File: config.mk
export PLATFORM = sky130hd
export DESIGN_NAME = mlfq_cell
export DESIGN_NICKNAME = d
export VERILOG_FILES = /design/src/rtl/mlfq_pkg.sv /design/src/rtl/mlfq_cell.sv
export SDC_FILE = /design/constraint.sdc
export NUM_CORES = 1
export LEC_CHECK = 0
export BUFFER_PORTS_ARGS = -buffer_cell sky130_fd_sc_hd__buf_2
export CAP_MARGIN = 20
export CORE_ASPECT_RATIO = 1.2
export CORE_UTILIZATION = 47
export CTS_CLUSTER_DIAMETER = 100
export DETAILED_ROUTE_END_ITERATION = 16
export PLACE_DENSITY = 0.86
export SLEW_MARGIN = 20
export SYNTH_ARGS = -nofsm -noshare
export SYNTH_HDL_FRONTEND = slang
export SYNTH_SLANG_ARGS = --single-unit
File: constraint.sdc
create_clock -name i_clk -period 1.37 [get_ports i_clk]
set_input_delay 0.274 -clock i_clk [delete_from_list [all_inputs] [get_ports i_clk]]
set_output_delay 0.274 -clock i_clk [all_outputs]
set_load 0.05 [all_outputs]
File: src/rtl/mlfq_pkg.sv
// ============================================================================
// mlfq_pkg
// Shared types and constants of the multilevel feedback queue scheduler.
// ============================================================================
package mlfq_pkg;

    localparam int SLOTS_DEF = 64;

    localparam logic [15:0] BOOST_RST = 16'd100;
    localparam logic [7:0]  QUANT0_RST = 8'd4;
    localparam logic [7:0]  QUANT1_RST = 8'd6;
    localparam logic [7:0]  QUANT2_RST = 8'd8;
    localparam logic [1:0]  PRIO_MAX = 2'd3;

    typedef enum logic [3:0] {
        OP_ADMIT  = 4'd0,
        OP_TICK   = 4'd1,
        OP_YIELD  = 4'd2,
        OP_SLEEP  = 4'd3,
        OP_WAKE   = 4'd4,
        OP_REMOVE = 4'd5,
        OP_SETPRI = 4'd6,
        OP_LOCK   = 4'd7,
        OP_UNLOCK = 4'd8,
        OP_SELECT = 4'd9
    } t_op;

    typedef enum logic [1:0] {
        ST_UNUSED   = 2'd0,
        ST_RUNNABLE = 2'd1,
        ST_RUNNING  = 2'd2,
        ST_SLEEPING = 2'd3
    } t_slot_st;

    typedef enum logic [1:0] {
        STS_OK    = 2'd0,
        STS_EMPTY = 2'd1,
        STS_BAD   = 2'd2
    } t_status;

    localparam logic [1:0] CFG_BOOST  = 2'd0;
    localparam logic [1:0] CFG_QUANT0 = 2'd1;
    localparam logic [1:0] CFG_QUANT1 = 2'd2;
    localparam logic [1:0] CFG_QUANT2 = 2'd3;

    // Per-slot record carried around the ring
    typedef struct packed {
        logic [1:0]  st;
        logic [1:0]  lvl;
        logic [1:0]  prio;
        logic [31:0] arr;
        logic [7:0]  used;
        logic        lock;
    } t_slot;

    // One rotation command, broadcast to every cell
    typedef struct packed {
        logic        rot;
        logic        boost;
    } t_ring_ctl;

    // Search key: rank (lower wins) and arrival
    function automatic logic [2:0] rank_of(input t_slot s);
        logic [2:0] r;
        begin
            if (s.lvl == 2'd0) r = 3'd0;
            else if (s.lvl == 2'd1) r = 3'd1;
            else r = 3'd2 + {1'b0, s.prio};
            return r;
        end
    endfunction

endpackage

File: src/rtl/mlfq_cell.sv
// ============================================================================
// mlfq_cell
// One slot record of the ring; shifts to its neighbor on each rotate step.
// ============================================================================
module mlfq_cell (
    input  logic                i_clk,
    input  logic                i_rst_n,
    input  mlfq_pkg::t_ring_ctl i_ctl,
    input  mlfq_pkg::t_slot     i_prev,
    output mlfq_pkg::t_slot     o_slot
);
    import mlfq_pkg::*;

    t_slot r_slot;
    t_slot n_slot;

    always_comb begin
        n_slot = r_slot;
        if (i_ctl.rot) begin
            n_slot = i_prev;
            if (i_ctl.boost) begin
                n_slot.prio = PRIO_MAX;
                n_slot.lvl  = 2'd0;
                n_slot.used = 8'd0;
            end
        end
    end

    always_ff @(posedge i_clk) begin
        if (!i_rst_n) begin
            r_slot <= '{st: ST_UNUSED, lvl: 2'd0, prio: PRIO_MAX, arr: 32'd0,
                        used: 8'd0, lock: 1'b0};
        end else begin
            r_slot <= n_slot;
        end
    end

    assign o_slot = r_slot;

endmodule

==> results.yml <==
placement:
  io_buffers: 97
  place_ws_ns: 0.258
  gp_congestion: 0.717
  placed_area_sq_um: 2330
  hpwl_um: 2610
run:
  drv_cap: 0
power_and_ir_drop:
  power_leakage_nw: 1.22
  max-vdd-ir-drop_uv: 612
  total_power_w: 0.00286
  power.density_nw_per_um2: 1180
logic_synthesis:
  synth_compound_area_share_pct: 2.98
  synthAdderAreaFrac_pct: 0
  synth_xor_xnor_area_share_pct: 0
  synth_nets: 217
  syn_area_per_cell_sq_um: 11.1
  yosysSeqAreaShare_pct: 50.9
  ys_seq_elements: 47
  synth.distinct_cells: 17
  yosysTopAreaCellShare_pct: 50.9
  syn_area_sq_um: 1850
  synth.area.top_cells: "dfxtp_1 (51%), mux2i_1 (19%), nor2b_1 (12%), buf_12 (4.3%), nand3b_1 (4.1%)"
  synthMuxAreaShare_pct: 19.0
  synth-simple-area-share_pct: 20.1
  synth_top_family_by_area: "simple AND/OR/NAND/NOR gates"
  ys_warn_count: 0
  synthCells: 166
  synth_largest_area_cell: "dfxtp_1"
cts:
  cts_sinks: 47
  clkSlewWorstSetupHoldPaths_ns: 0.08
  cts_hold_buf: 0
  cts_tree: "built"
  cts-root-buf: "clkbuf_8"
  clk_latency_ns: 0.28
  cts_setup_buffers: 0
  numCtsBuffers: 5
  cts_max_path_buffers: 2
  postCtsResizedCells: 0
  h-tree-depth: 2
sta:
  tightestPinTransition_ns: 0.260
  finalClockSkew_ns: 0
  fmax_mhz: 839
  slew_viol_final: 0
  relSlewSlack_pct: 82.8
  layout_setup_ws_ns: 0.179
  finalSetupViolCount: 0
  hold_viol: 0
  period_minus_slack_ns: 1.19
  finalSetupTns_ns: 0
  period_share_pct: 87.0
  rsz0062_at_grt: "false"
finish:
  syn2layout_area_growth_pct: 30.6
  layout_commonest_cell: "buf_2"
  nNetsFinal: 312
  final_area_sq_um: 2410
  largest_reg_flops: 47
  layout_common_cells: "buf_2 (97), dfxtp_1 (47), mux2i_1 (35), nor2b_1 (35)"
  antennaDiodeCount: 0
  drive_gt1_share_pct: 41.6
die:
  coreArea_sq_um: 3690
  num_io_pins: 98
  rows: 24
  initial_core_util_pct: 50.0
  die_y_um: 70.7
  die_x_um: 59.2
  fp.dieArea_sq_um: 4180
setup_path:
  arrival_ns: 0.92
  reg2regPathDepth: 2
  worstSetupStartpointType: "register"
  crit_fanout: 2
  crit_slowest_cell: "dfxtp_1"
  crit_path_max_incr_delay_ns: 0.36
  path_buf_inv: 1
  cp.depth: 1
  crit_family: "flip-flops"
  worst_ep_required_time_ns: 1.10
  critical_path_class: "register to output pin"
  end_kind: "output pin"
  crit_chain: "buf_2"
grt:
  grt_use_total_pct: 17.6
  grt.overflow.total: 0
  use_met2_pct: 30.2
  grt_pass1_wl_um: 5730
  use_met1_pct: 20.5
  top_usage_layer: "met2"
  antenna_found_initial: 0
  grt_pass1_vias: 1347
  grt_use_met3_pct: 4.94
  grt_max_degree: 58
detailed_routing:
  drt_iter0_drc: 32
  drt-total-wl_um: 3630
  drt_first_pass_iters: 4
  post_drt_wl_per_cell_um: 11.6
  drcViolationCount: 0
  vias_per_cell: 4.53
  ant_nets: 0
  via_count: 1423
hold_path:
  hp-class: "primary input to register"
  whs_path_depth: 3
run_status:
  outcome: "complete, no violations"
report_power, final:
part	total (W)	switching, W	internal, W
clock network	0.000773	0.000424	0.000349
registers	0.00148	0.0000372	0.00144
logic	0.000607	0.000402	0.000205
cells by family (layout without fill, tap and decap cells):
logic type,after synthesis,after routing
buf+inv,12,108
mux,35,35
simple gates,61,61
flops,47,47
compound gates,11,11
routing by layer:
metal  vias up  part of all wire [%]
met4         0                  0.52
li1        741                     -
met3         2                   6.5
met5         -                     0
met2        62                    47
met1       618                    46
worst paths after layout:
check	startpoint	end	slack (ns)
max	o_slot[43]	o_slot[43]	0.18
min reg2reg	o_slot[7]	o_slot[7]	0.47
max reg2reg	o_slot[31]	o_slot[31]	0.74
min	i_prev[8]	o_slot[8]	0.22
per-stage QoR:
stage | cells | util (%) | hold slack (ns)
floorplan | 166 | - | 0.414
detailed placement | 306 | 63.0 | 0.458
CTS | 314 | 65.3 | 0.214
global route | 314 | 65.3 | 0.222
global placement | 306 | 63.0 | 0.456
finish | 314 | 65.3 | 0.223
layout make-up:
type | count | area (sq um)
Clock buffer | 5 | 68.8
Clock inverter | 3 | 15.0
Tap cell | 52 | 65.1
Fill cell | 311 | 1280
Multi-Input combinational cell | 107 | 777
Timing Repair Buffer | 100 | 546
Sequential cell | 47 | 941
Yosys cell counts:
library cell and instances:
dfxtp_1 47, mux2i_1 35, nor2b_1 35, nand2_1 10, nand3b_1 10, o21ai_0 9
buf_12 4, buf_2 2, buf_4 2, clkbuf_1 2, nor2_1 2, nor3b_1 2
o21ai_1 2, buf_6 1, clkbuf_2 1, nand2b_2 1, nand4b_1 1
Note: power is estimated with default switching activity, not from simulation.
